[src/swl_pkg.sv]
// ----------------------------------------------------------------------------
// swl_pkg: stopwatch shared definitions
// Mode codes, the view struct and the seven-segment digit encoder.
// ----------------------------------------------------------------------------
package swl_pkg;

   localparam logic [1:0] MODE_IDLE  = 2'd0;
   localparam logic [1:0] MODE_RUN   = 2'd1;
   localparam logic [1:0] MODE_PAUSE = 2'd2;

   localparam logic [3:0] KEY_START = 4'b0001;
   localparam logic [3:0] KEY_PAUSE = 4'b0010;
   localparam logic [3:0] KEY_LAP   = 4'b0100;
   localparam logic [3:0] KEY_CLEAR = 4'b1000;

   localparam logic [6:0] HUND_LAST = 7'd99;
   localparam logic [5:0] SEC_LAST  = 6'd59;
   localparam logic [5:0] MIN_LAST  = 6'd59;

   localparam logic [15:0] LAP_DOT = 16'h8000;

   // what the display stage needs for one beat
   typedef struct packed {
      logic [6:0] hund;
      logic [5:0] secs;
      logic [5:0] mins;
      logic       lap_view;
      logic       running;
   } view_type;

   function automatic logic [7:0] seg7(input logic [3:0] d);
      logic [7:0] s;
      case (d)
         4'h0: s = 8'h3F;
         4'h1: s = 8'h06;
         4'h2: s = 8'h5B;
         4'h3: s = 8'h4F;
         4'h4: s = 8'h66;
         4'h5: s = 8'h6D;
         4'h6: s = 8'h7D;
         4'h7: s = 8'h07;
         4'h8: s = 8'h7F;
         4'h9: s = 8'h6F;
         4'hA: s = 8'h77;
         4'hB: s = 8'h7C;
         4'hC: s = 8'h39;
         4'hD: s = 8'h5E;
         4'hE: s = 8'h79;
         4'hF: s = 8'h71;
         default: s = 8'h3F;
      endcase
      return s;
   endfunction

   // tens by reciprocal multiply (exact for all 7-bit values), ones by subtract
   function automatic logic [15:0] two_digits(input logic [6:0] v);
      logic [14:0] prod;
      logic [3:0]  tens;
      logic [6:0]  ones;
      prod = {8'd0, v} * 15'd205;
      tens = prod[14:11];
      ones = v - {tens, 3'b000} - {2'b00, tens, 1'b0};
      return {seg7(tens), seg7(ones[3:0])};
   endfunction

endpackage

[src/swl_if.sv]
// ----------------------------------------------------------------------------
// swl_req_if / swl_rsp_if: stopwatch channels
// Valid/ready channels carrying key samples in and segment patterns out.
// ----------------------------------------------------------------------------
interface swl_req_if;
   logic       valid;
   logic       ready;
   logic [3:0] keys;
   logic       tick;
   logic       show_split;

   modport source (output valid, output keys, output tick, output show_split,
                   input ready);
   modport sink   (input valid, input keys, input tick, input show_split,
                   output ready);
endinterface

interface swl_rsp_if;
   logic        valid;
   logic        ready;
   logic [31:0] low_digits;
   logic [15:0] high_digits;
   logic        running;

   modport source (output valid, output low_digits, output high_digits,
                   output running, input ready);
   modport sink   (input valid, input low_digits, input high_digits,
                   input running, output ready);
endinterface

[src/swl_core.sv]
// ----------------------------------------------------------------------------
// swl_core: stopwatch mode and time keeping
// Key edge detect, run/pause/idle control, time and lap registers.
// ----------------------------------------------------------------------------
module swl_core (
   input  logic              clock,
   input  logic              reset,
   input  logic              accept,
   input  logic [3:0]        keys,
   input  logic              tick,
   input  logic              show_split,
   output swl_pkg::view_type view
);

   logic [6:0] hund_ff, hund_in, lap_hund_ff, lap_hund_in;
   logic [5:0] secs_ff, secs_in, lap_secs_ff, lap_secs_in;
   logic [5:0] mins_ff, mins_in, lap_mins_ff, lap_mins_in;
   logic [3:0] last_keys_ff;
   logic [1:0] mode_ff, mode_in;
   logic [3:0] pressed;
   logic       lap_view;

   // any change of the key levels counts the whole new pattern as pressed
   assign pressed = (keys != last_keys_ff) ? keys : 4'd0;

   always_comb begin
      hund_in     = hund_ff;
      secs_in     = secs_ff;
      mins_in     = mins_ff;
      lap_hund_in = lap_hund_ff;
      lap_secs_in = lap_secs_ff;
      lap_mins_in = lap_mins_ff;
      mode_in     = mode_ff;
      case (mode_ff)
         swl_pkg::MODE_RUN: begin
            if ((pressed & swl_pkg::KEY_PAUSE) != 4'd0) begin
               mode_in = swl_pkg::MODE_PAUSE;
            end else if ((pressed & swl_pkg::KEY_LAP) != 4'd0) begin
               lap_hund_in = hund_ff;
               lap_secs_in = secs_ff;
               lap_mins_in = mins_ff;
            end else if ((pressed & swl_pkg::KEY_CLEAR) != 4'd0) begin
               hund_in     = 7'd0;
               secs_in     = 6'd0;
               mins_in     = 6'd0;
               lap_hund_in = 7'd0;
               lap_secs_in = 6'd0;
               lap_mins_in = 6'd0;
               mode_in     = swl_pkg::MODE_IDLE;
            end else if (tick) begin
               if (hund_ff >= swl_pkg::HUND_LAST) begin
                  hund_in = 7'd0;
                  if (secs_ff >= swl_pkg::SEC_LAST) begin
                     secs_in = 6'd0;
                     mins_in = (mins_ff >= swl_pkg::MIN_LAST) ? 6'd0 : mins_ff + 6'd1;
                  end else begin
                     secs_in = secs_ff + 6'd1;
                  end
               end else begin
                  hund_in = hund_ff + 7'd1;
               end
            end
         end
         swl_pkg::MODE_PAUSE: begin
            if ((pressed & swl_pkg::KEY_START) != 4'd0) begin
               mode_in = swl_pkg::MODE_RUN;
            end
         end
         default: begin
            // idle, and the unused code behaves the same
            if ((pressed & swl_pkg::KEY_START) != 4'd0) begin
               hund_in = 7'd0;
               secs_in = 6'd0;
               mins_in = 6'd0;
               mode_in = swl_pkg::MODE_RUN;
            end else begin
               mode_in = swl_pkg::MODE_IDLE;
            end
         end
      endcase
   end

   assign lap_view      = (mode_in == swl_pkg::MODE_RUN) && show_split;
   assign view.hund     = lap_view ? lap_hund_in : hund_in;
   assign view.secs     = lap_view ? lap_secs_in : secs_in;
   assign view.mins     = lap_view ? lap_mins_in : mins_in;
   assign view.lap_view = lap_view;
   assign view.running  = (mode_in == swl_pkg::MODE_RUN);

   always_ff @(posedge clock) begin
      if (reset) begin
         hund_ff      <= 7'd0;
         secs_ff      <= 6'd0;
         mins_ff      <= 6'd0;
         lap_hund_ff  <= 7'd0;
         lap_secs_ff  <= 6'd0;
         lap_mins_ff  <= 6'd0;
         last_keys_ff <= 4'd0;
         mode_ff      <= swl_pkg::MODE_IDLE;
      end else if (accept) begin
         hund_ff      <= hund_in;
         secs_ff      <= secs_in;
         mins_ff      <= mins_in;
         lap_hund_ff  <= lap_hund_in;
         lap_secs_ff  <= lap_secs_in;
         lap_mins_ff  <= lap_mins_in;
         last_keys_ff <= keys;
         mode_ff      <= mode_in;
      end
   end

endmodule

[src/swl_disp.sv]
// ----------------------------------------------------------------------------
// swl_disp: segment encode and result register
// Turns the chosen time into segment bytes and holds them for the receiver.
// ----------------------------------------------------------------------------
module swl_disp (
   input  logic              clock,
   input  logic              reset,
   input  logic              accept,
   input  swl_pkg::view_type view,
   input  logic              rsp_ready,
   output logic              req_ready,
   output logic              rsp_valid,
   output logic [31:0]       low_digits,
   output logic [15:0]       high_digits,
   output logic              running
);

   logic        valid_ff;
   logic [31:0] low_ff, low_in;
   logic [15:0] high_ff, high_in;
   logic        run_ff;

   assign low_in  = {swl_pkg::two_digits(view.secs[5:0] == 6'd0 ? 7'd0 : {1'b0, view.secs}),
                     swl_pkg::two_digits(view.hund)};
   assign high_in = swl_pkg::two_digits({1'b0, view.mins})
                    | (view.lap_view ? swl_pkg::LAP_DOT : 16'd0);

   // register frees up in the same cycle the held beat is taken
   assign req_ready = !valid_ff || rsp_ready;

   always_ff @(posedge clock) begin
      if (reset) begin
         valid_ff <= 1'b0;
      end else if (req_ready) begin
         valid_ff <= accept;
      end
   end

   always_ff @(posedge clock) begin
      if (accept) begin
         low_ff  <= low_in;
         high_ff <= high_in;
         run_ff  <= view.running;
      end
   end

   assign rsp_valid   = valid_ff;
   assign low_digits  = low_ff;
   assign high_digits = high_ff;
   assign running     = run_ff;

endmodule

[src/stopwatch_lap_seven_segment.sv]
// ----------------------------------------------------------------------------
// stopwatch_lap_seven_segment: MM:SS.hh stopwatch with lap and segment output
// Top level joining the time-keeping core and the segment result stage.
// ----------------------------------------------------------------------------
// Use:
//  - req_bus (sink) takes one beat per clock sample: raw keys, hundredth tick
//    and the split-view switch. A beat is taken when valid and ready are high.
//  - rsp_bus (source) returns exactly one beat per request beat: four segment
//    bytes for seconds and hundredths, two for minutes (bit 15 marks the lap
//    view) and the running flag.
//  - Response follows in the cycle after acceptance. Throughput is one beat
//    per cycle unless the receiver stalls; the state update and the segment
//    encode sit between the accepted request and the single result register.
//  - If the receiver stalls, the result register holds its beat and
//    req_bus.ready stays high only when that beat leaves in the same cycle,
//    so no beat is dropped and the state never runs ahead of the output.
//  - Synchronous reset clears time, lap and key history, enters idle and
//    empties the result register.
// ----------------------------------------------------------------------------
module stopwatch_lap_seven_segment (
   input logic          clock,
   input logic          reset,
   swl_req_if.sink      req_bus,
   swl_rsp_if.source    rsp_bus
);

   swl_pkg::view_type view;
   logic              accept;
   logic              ready;

   // a beat is taken only when the result register can receive its answer
   assign accept        = req_bus.valid && ready;
   assign req_bus.ready = ready;

   swl_core u_core (
      .clock      (clock),
      .reset      (reset),
      .accept     (accept),
      .keys       (req_bus.keys),
      .tick       (req_bus.tick),
      .show_split (req_bus.show_split),
      .view       (view)
   );

   swl_disp u_disp (
      .clock       (clock),
      .reset       (reset),
      .accept      (accept),
      .view        (view),
      .rsp_ready   (rsp_bus.ready),
      .req_ready   (ready),
      .rsp_valid   (rsp_bus.valid),
      .low_digits  (rsp_bus.low_digits),
      .high_digits (rsp_bus.high_digits),
      .running     (rsp_bus.running)
   );

endmodule
[src/flat_wrapper.sv]
// flat-port wrapper written by rule: the top's interface ports become plain ports
module stopwatch_lap_seven_segment_flat 
  (clock, reset, req_bus_valid, req_bus_keys, req_bus_tick, req_bus_show_split, req_bus_ready, rsp_bus_valid, rsp_bus_low_digits, rsp_bus_high_digits, rsp_bus_running, rsp_bus_ready);
  swl_req_if req_bus_i ();
  swl_rsp_if rsp_bus_i ();
  input logic clock;
  input logic reset;
  input wire logic [$bits(req_bus_i.valid)-1:0] req_bus_valid;
  input wire logic [$bits(req_bus_i.keys)-1:0] req_bus_keys;
  input wire logic [$bits(req_bus_i.tick)-1:0] req_bus_tick;
  input wire logic [$bits(req_bus_i.show_split)-1:0] req_bus_show_split;
  output wire logic [$bits(req_bus_i.ready)-1:0] req_bus_ready;
  output wire logic [$bits(rsp_bus_i.valid)-1:0] rsp_bus_valid;
  output wire logic [$bits(rsp_bus_i.low_digits)-1:0] rsp_bus_low_digits;
  output wire logic [$bits(rsp_bus_i.high_digits)-1:0] rsp_bus_high_digits;
  output wire logic [$bits(rsp_bus_i.running)-1:0] rsp_bus_running;
  input wire logic [$bits(rsp_bus_i.ready)-1:0] rsp_bus_ready;
  assign req_bus_i.valid = req_bus_valid;
  assign req_bus_i.keys = req_bus_keys;
  assign req_bus_i.tick = req_bus_tick;
  assign req_bus_i.show_split = req_bus_show_split;
  assign req_bus_ready = req_bus_i.ready;
  assign rsp_bus_valid = rsp_bus_i.valid;
  assign rsp_bus_low_digits = rsp_bus_i.low_digits;
  assign rsp_bus_high_digits = rsp_bus_i.high_digits;
  assign rsp_bus_running = rsp_bus_i.running;
  assign rsp_bus_i.ready = rsp_bus_ready;
  stopwatch_lap_seven_segment u_core (.clock(clock), .reset(reset), .req_bus(req_bus_i), .rsp_bus(rsp_bus_i));
endmodule
[config.mk]
export PLATFORM = sky130hd
export DESIGN_NAME = stopwatch_lap_seven_segment_flat
export DESIGN_NICKNAME = d
export VERILOG_FILES = /design/src/swl_pkg.sv /design/src/swl_if.sv /design/src/swl_core.sv /design/src/swl_disp.sv /design/src/stopwatch_lap_seven_segment.sv /design/src/flat_wrapper.sv
export SDC_FILE = /design/constraint.sdc
export NUM_CORES = 1
export LEC_CHECK = 0
export BUFFER_PORTS_ARGS = -buffer_cell sky130_fd_sc_hd__buf_2
export CELL_PAD_IN_SITES_DETAIL_PLACEMENT = 1
export CELL_PAD_IN_SITES_GLOBAL_PLACEMENT = 1
export CORE_MARGIN = 4
export CORE_UTILIZATION = 50
export CTS_BUF_LIST = sky130_fd_sc_hd__clkbuf_2 sky130_fd_sc_hd__clkbuf_4 sky130_fd_sc_hd__clkbuf_8
export DETAILED_ROUTE_END_ITERATION = 8
export PLACE_DENSITY_LB_ADDON = 0.05
export SLEW_MARGIN = 20
export SYNTH_ARGS = -nofsm -noshare
export SYNTH_HDL_FRONTEND = slang
export SYNTH_SLANG_ARGS = --single-unit
[constraint.sdc]
create_clock -name clock -period 14.6 [get_ports clock]
set_clock_uncertainty 0.1 [all_clocks]
set_input_delay 2.19 -clock clock [delete_from_list [all_inputs] [get_ports clock]]
set_output_delay 2.19 -clock clock [all_outputs]
set_load 0.02 [all_outputs]
Word level (Yosys, flattened, before mapping)
Memory sizes are Yosys's and may differ from the RTL's. A register that Yosys moved wholly into a read port is not among the register bits. Cells that the tools add are included.

$mul: 3. Muxes and demuxes: 48. Equality and inequality tests: 4. Reduce and logical (&&, ||, !) cells: 5. Bitwise logic cells: 1. $lt $le $gt $ge: 3. $add $sub $neg: 9.

Operator list (number): 6-bit two-way mux (26); 7-bit two-way mux (11); 6-bit by 8-bit multiplier with 14-bit output (second input constant) (2); 6-bit one-hot mux with 2 select lines (2); 4-bit subtractor (6); 16-bit two-way mux (1); 16-bit OR (1); 7-bit by 8-bit multiplier with 15-bit output (second input constant) (1); 7-bit one-hot mux with 2 select lines (1); 6-bit by 1-bit adder with 6-bit output (second input constant) (2); 6-bit greater-or-equal comparator (second input constant) (2); 2-bit two-way mux (4); 7-bit by 1-bit adder with 7-bit output (second input constant) (1); 7-bit greater-or-equal comparator (second input constant) (1); 6-bit logical NOT (1); 2-bit by 1-bit equality test with 1-bit output (second input constant) (2); 4-bit two-way mux (1); 4-bit inequality test (1); 2-bit one-hot mux with 2 select lines (1); 2-bit equality test (second input constant) (1); 1-bit logical AND (2); 1-bit logical NOT (1); 1-bit logical OR (1); 1-bit two-way mux (1).

Word-level logic and storage cells: 91. ROM bits: 616. Bits in registers: 94. Output and inout bits: 51. Memories kept: 6.

Memory list: (no name shown) (words 16, bits a word 7, rd ports 1, clocked after memory_dff 0, wr ports 0, RTL line swl_pkg.sv:33) `case (d)`; (no name shown) (words 16, bits a word 7, rd ports 1, clocked after memory_dff 1, wr ports 0, RTL line swl_pkg.sv:33); (no name shown) (words 16, bits a word 7, rd ports 1, clocked after memory_dff 1, wr ports 0, RTL line swl_pkg.sv:33); (no name shown) (words 16, bits a word 7, rd ports 1, clocked after memory_dff 1, wr ports 0, RTL line swl_pkg.sv:33); (no name shown) (words 16, bits a word 7, rd ports 1, clocked after memory_dff 1, wr ports 0, RTL line swl_pkg.sv:33); (no name shown) (words 8, bits a word 7, rd ports 1, clocked after memory_dff 0, wr ports 0, RTL line swl_pkg.sv:33).

Depth between registers and ports, before layout
An unclocked memory read counts as a cell.

Word-level depth: 15. Depth in mapped cells: 39.

Modules after synthesis
From an unflattened synthesis, not the netlist that was laid out.

Cell total of the unflattened synthesis: 976. Area, all modules: 8713.4 sq um.

By module, submodules not included: swl_disp (area each 5461.5 sq um, instances 1, seq. area each 1341.3 sq um, cells an instance 546); swl_core (area each 3245.6 sq um, instances 1, seq. area each 880.8 sq um, cells an instance 429); stopwatch_lap_seven_segment (area each 6.3 sq um, instances 1, seq. area each 0.0 sq um, cells an instance 1).

Least setup slack after synthesis
OpenSTA, ideal clock, no wires.

Path kind: input to register. From: input port req_bus_keys[2]. To: register u_core.u_disp.high_ff[0] (netlist: u_core.u_disp.high_digits[0]), data pin. Setup time: 0.259 ns. Arrival: 9.174 ns. Stages: 34. Setup slack: 5.067 ns. Cell sequence: buf_2 -> xor2_1 -> nor4_2 -> o31ai_1 -> a21oi_2 -> nand3_2 -> clkbuf_1 -> buf_1 -> buf_1 -> a21o_1 -> inv_1 -> ha_1 -> ha_1 -> or2_2 -> fa_1 -> ha_1 -> a21o_1 -> a21o_1 -> nor2b_1 -> nand3_2 -> o21ai_0 -> o21bai_1 -> xnor2_1 -> inv_1 -> ha_1 -> and2_1 -> or3_1 -> o21ai_0 -> nor3_1 -> xnor2_1 -> xnor2_2 -> buf_2 -> mux2i_1 -> o21ai_1.

Cells in the longest elaborated chain, start to end: 14. Elaborated cells on any way between the ends: 25. Those cells by class: add/sub: 2; mul: 1; eq/ne: 2; mux: 17; bitwise: 1; reduce/logical: 1; memory: 1.

Ends and longest elaborated chain: start, declared (RTL line flat_wrapper.sv:9) `input wire logic [$bits(req_bus_i.keys)-1:0] req_bus_keys;`; 4-bit inequality test (RTL line swl_core.sv:24) `assign pressed = (keys != last_keys_ff) ? keys : 4'd0;`; 4-bit two-way mux * (RTL line swl_core.sv:24); 2-bit two-way mux (RTL line swl_core.sv:42) `end else if ((pressed & swl_pkg::KEY_CLEAR) != 4'd0) begin`; 2-bit two-way mux (RTL line swl_core.sv:38) `end else if ((pressed & swl_pkg::KEY_LAP) != 4'd0) begin`; 2-bit two-way mux (RTL line swl_core.sv:36) `if ((pressed & swl_pkg::KEY_PAUSE) != 4'd0) begin`; 2-bit one-hot mux with 2 select lines (RTL line swl_core.sv:34) `case (mode_ff)`; 2-bit by 1-bit equality test with 1-bit output (RTL line swl_core.sv:83) `assign lap_view = (mode_in == swl_pkg::MODE_RUN) && show_split;`; 1-bit logical AND (RTL line swl_core.sv:83); 6-bit two-way mux * (RTL line swl_core.sv:86) `assign view.mins = lap_view ? lap_mins_in : mins_in;`; 6-bit by 8-bit multiplier with 14-bit output (RTL line swl_pkg.sv:60) `prod = {8'd0, v} * 15'd205;`; 4-bit subtractor (RTL line swl_pkg.sv:62) `ones = v - {tens, 3'b000} - {2'b00, tens, 1'b0};`; 4-bit subtractor * (RTL line swl_pkg.sv:62); memory 16 x 7 bit *; 16-bit OR * (RTL line swl_disp.sv:26) `| (view.lap_view ? swl_pkg::LAP_DOT : 16'd0);`; named net u_core.u_disp.high_in[0] (RTL line swl_disp.sv:20) `logic [15:0] high_ff, high_in;`; end signal, assigned (RTL line swl_disp.sv:42) `high_ff <= high_in;`; end, declared (RTL line swl_disp.sv:20).

The timed path passes the listed nets; every way through them passes the cells marked *. A chain may end at the register's enable or synchronous reset.

Worst setup path in the final report
From: input port req_bus_keys[1]. To: register u_core.u_disp.low_ff[0] (netlist: u_core.u_disp.low_digits[0]), data pin.

Cells in the longest elaborated chain, start to end: 12. Elaborated cells on any way between the ends: 23. Those cells by class: add/sub: 2; mul: 1; eq/ne: 2; mux: 17; reduce/logical: 1.

Ends and longest elaborated chain: 4-bit inequality test (RTL line swl_core.sv:24); 4-bit two-way mux * (RTL line swl_core.sv:24); 2-bit two-way mux (RTL line swl_core.sv:42); 2-bit two-way mux (RTL line swl_core.sv:38); 2-bit two-way mux (RTL line swl_core.sv:36); 2-bit one-hot mux with 2 select lines (RTL line swl_core.sv:34); 2-bit by 1-bit equality test with 1-bit output (RTL line swl_core.sv:83); 1-bit logical AND (RTL line swl_core.sv:83); 7-bit two-way mux * (RTL line swl_core.sv:84) `assign view.hund = lap_view ? lap_hund_in : hund_in;`; 7-bit by 8-bit multiplier with 15-bit output (RTL line swl_pkg.sv:60); 4-bit subtractor (RTL line swl_pkg.sv:62); 4-bit subtractor * (RTL line swl_pkg.sv:62); end, declared (RTL line swl_disp.sv:19) `logic [31:0] low_ff, low_in;`.

Mark *: on every way between the ends. The rest lies on a longest branch, timed or not.

==> summary.md <==
| Metric | Value |
|---|---|
| Outcome | `complete, no violations` |
| Relative slew slack | `32.6%` |
| Peak supply drop | `0.0573 mV` |
| First-pass GRT wire length | `38,000 µm` |
| Seq pwr share | `34.1%` |
| Post-CTS Setup Bufs | `0` |
| P_sw | `408 µW` |
| Area growth syn-to-layout | `5.62%` |
| Warnings from Yosys | `0` |
| Avg Vias per Cell | `5.90` |
| Clock share of power | `16.5%` |
| Worst r2r src | `u_core.u_core.mode_ff[0]$_SDFFE_PP0P_` |
| Total power density per cell area | `105 nW/µm²` |
| H-tree levels | `3` |
| Root Buffer | `clkbuf_8` |
| Mapped cell area | `8670 µm²` |
| FF-to-FF setup slack | `4720 ps` |
| Int Pwr | `551 µW` |
| Yosys top cell area share | `19.3%` |
| Critical Path Max Stage Delay | `610 ps` |
| RePlAce Congestion | `0.888` |
| CP max-delay cell | `nand3_2` |
| Worst path bufs/invs | `2` |
| CTS Buf Count | `9` |
| Share of post-route cells with drive strength above 1 | `11.8%` |
| Post-Place Cells | `1,190` |
| Largest net degree at the start of global routing | `83` |
| N_diodes | `0` |
| Total negative setup slack | `0 ps` |
| PortBufs | `55` |
| Hold Path Class | `reg -> reg` |
| CP dominant cell by count | `ha_1` |
| Ys flop type | `dfxtp_1` |
| Crit-path leading delay family | `compound AO/OA/AOI/OAI gates` |
| Syn Area/Cell | `8.97 µm²` |
| Total Routing Usage GR | `23.4%` |
| TritonCTS clock tree | `done` |
| Reg-to-reg critical path endpoint | `u_core.u_disp.low_digits[0]$_DFFE_PP_` |
| Crit path kind | `in -> reg` |
| # clock sinks | `89` |
| Arr. time, crit path | `11,160 ps` |
| Most common cell in the netlist | `ha_1` |
| Slew @ Worst Pin | `1010 ps` |
| CP Max Fanout | `32` |
| Non-Filler Instances | `1,206` |
| Maxcap violations | `0` |
| WL final | `22,600 µm` |
| Number of synthesized flops with an enable pin | `44` |
| Final Hold Vio Count | `0` |
| CTS max path bufs | `2` |
| Clock transition at path regs | `100 ps` |
| Ys async rst share | `0%` |
| Initial Util | `51.7%` |
| First-pass detailed-route iteration total | `4` |
| Highest clock rate | `89.7 MHz` |
| Endpoints failing setup | `0` |
| Die width | `140 µm` |
| Via Count | `7,116` |
| Synth area leaders | `ha_1 19%, edfxtp_1 15%, dfxtp_1 10%, inv_1 4.8%, fa_1 4.6%` |
| Worst Hold End | `u_core.u_core.lap_hund_ff[5]$_SDFFE_PP0P_` |
| Switching share of power | `42.5%` |
| Initial antenna violation count | `0` |
| Commonest cells in the netlist | `134 x ha_1, 111 x inv_1, 89 x nor2_1` |
| Die Span Y | `140 µm` |
| Hold Crit Start | `u_core.u_core.lap_hund_ff[5]$_SDFFE_PP0P_` |
| # IOs | `61` |
| DR DRC count | `0` |
| RSZ-0062 raised after global routing | `no` |
| Combinational Power Share | `49.4%` |
| DP HPWL | `17,400 µm` |
| Drt first-iter violations | `429` |
| CP Data Required Time | `14,610 ps` |
| Seq/Total Area, Yosys | `25.6%` |
| CP Launch Type | `input port` |
| Post-synthesis register bit count | `89` |
| Hold bufs inserted after CTS | `0` |
| R2r worst-path depth | `28` |
| Leak pwr | `0.00412 µW` |
| Final Cycle Share | `76.3%` |
| Yosys cell types | `88` |
| Max Slew Vio Count | `0` |
| CTS resizes | `0` |
| Antenna-violating nets left | `0` |
| Clk_lat worst skew | `380 ps` |
| Worst Hold Depth | `2` |
| Tmin final | `11,140 ps` |
| Core Region | `16,800 µm²` |
| Gr ovfl total | `0` |
| Synth Instances | `966` |
| Nets | `1,145` |
| Die area | `19,500 µm²` |
| Vias in the first global route | `7,604` |
| Worst setup EP type | `flip-flop` |
| Std cell rows | `47` |
| Dominant cell type by area after synthesis | `ha_1` |
| Routed len/inst | `18.7 µm` |
-- power by group through the flow --
stage               Clock, µW  Combinational (µW)  Sequential, µW
finish                    158                 473             327
global route              174                 531             332
CTS                       163                 477             328
detailed placement          0                 472             334
global placement            0                 439             332
floorplan                   0                 320             367
-- area by class of cell --
class | instances | area, µm²
Tap cell | 220 | 275
Clock inverter | 7 | 47.5
Multi-Input combinational cell | 712 | 5770
Timing Repair Buffer | 57 | 290
Fill cell | 1956 | 7610
Sequential cell | 89 | 2220
Inverter | 112 | 420
Clock buffer | 9 | 124
-- cells by family (layout without fill, tap and decap cells) --
family | after synthesis | in the layout | synth area share (%)
compound gates | 242 | 242 | 20.1
xor+xnor | 43 | 43 | 5.04
fa+ha+maj | 154 | 154 | 24.0
buf+inv | 169 | 185 | 7.91
flops | 89 | 89 | 25.6
mux | 26 | 26 | 3.55
other cells | 1 | 5 | 0.0433
simple gates | 242 | 242 | 13.8
-- worst min-delay path, stage by stage (launching register included) --
cell and delay (ps):
dfxtp_1 340, a22oi_1 80, nor2_1 80
-- per-stage QoR --
step / utilization (%) / setup WS [ps] / instance area (µm²) / power, µW / hold WS [ps]
final: 54.6 / 3460 / 9150 / 959 / 422
after global routing: 54.6 / 2880 / 9150 / 1040 / 441
after CTS: 54.6 / 3610 / 9150 / 968 / 426
after detailed placement: 53.6 / 3220 / 8980 / 806 / 405
after global placement: 53.6 / 3960 / 8980 / 771 / 388
after floorplan: - / 5070 / 8680 / 688 / 366
-- per-layer routing --
layer / GRT usage [%] / routed length (µm)
met2: 42.0 / 11500
met3: 3.02 / 962
met1: 29.4 / 9800
met4: 6.63 / 348
met5: 0 / 0
-- how the worst max path moves through the flow --
stage / slack (ps) / end / from / cells after the start
after detailed placement: 3220 / u_core.u_disp.low_digits[0]$_DFFE_PP_ / req_bus_keys[1] / 27
final: 3460 / u_core.u_disp.low_digits[0]$_DFFE_PP_ / req_bus_keys[1] / 27
after CTS: 3610 / u_core.u_disp.low_digits[0]$_DFFE_PP_ / req_bus_keys[1] / 26
after global placement: 3960 / u_core.u_disp.low_digits[3]$_DFFE_PP_ / req_bus_keys[1] / 27
after floorplan: 5070 / u_core.u_disp.high_digits[0]$_DFFE_PP_ / req_bus_keys[2] / 34
after global routing: 2880 / u_core.u_disp.low_digits[0]$_DFFE_PP_ / req_bus_keys[1] / 27
-- cell usage in the layout (no fill, tap or decap), types with 7 or more instances in the layout --
master      n
o21a_1      7
xor2_1     13
nor3_1     18
nand2b_1    7
a21oi_1    48
a22oi_1    26
a21o_1     14
nand2_1    53
a221oi_1   14
fa_1       20
buf_2      55
clkbuf_8    9
mux2i_1    18
nand3_1    19
ha_1      134
dfxtp_1    45
nor2_1     89
a31oi_1    14
a211oi_1   17
edfxtp_1   44
o21ai_0    33
inv_1     110
xnor2_1    22
-- state kept, by name, summed over array words and instances, names as in the netlist, 2 cells and up --
name / count
u_core.u_core.hund_ff: 7
u_core.u_core.lap_secs_ff: 6
u_core.u_disp.low_digits: 28
u_core.u_core.lap_mins_ff: 6
u_core.u_core.last_keys_ff: 4
u_core.u_core.secs_ff: 6
u_core.u_core.mode_ff: 2
u_core.u_disp.high_digits: 15
u_core.u_core.lap_hund_ff: 7
u_core.u_core.mins_ff: 6
No activity file was read; power rests on OpenSTA's default activity.
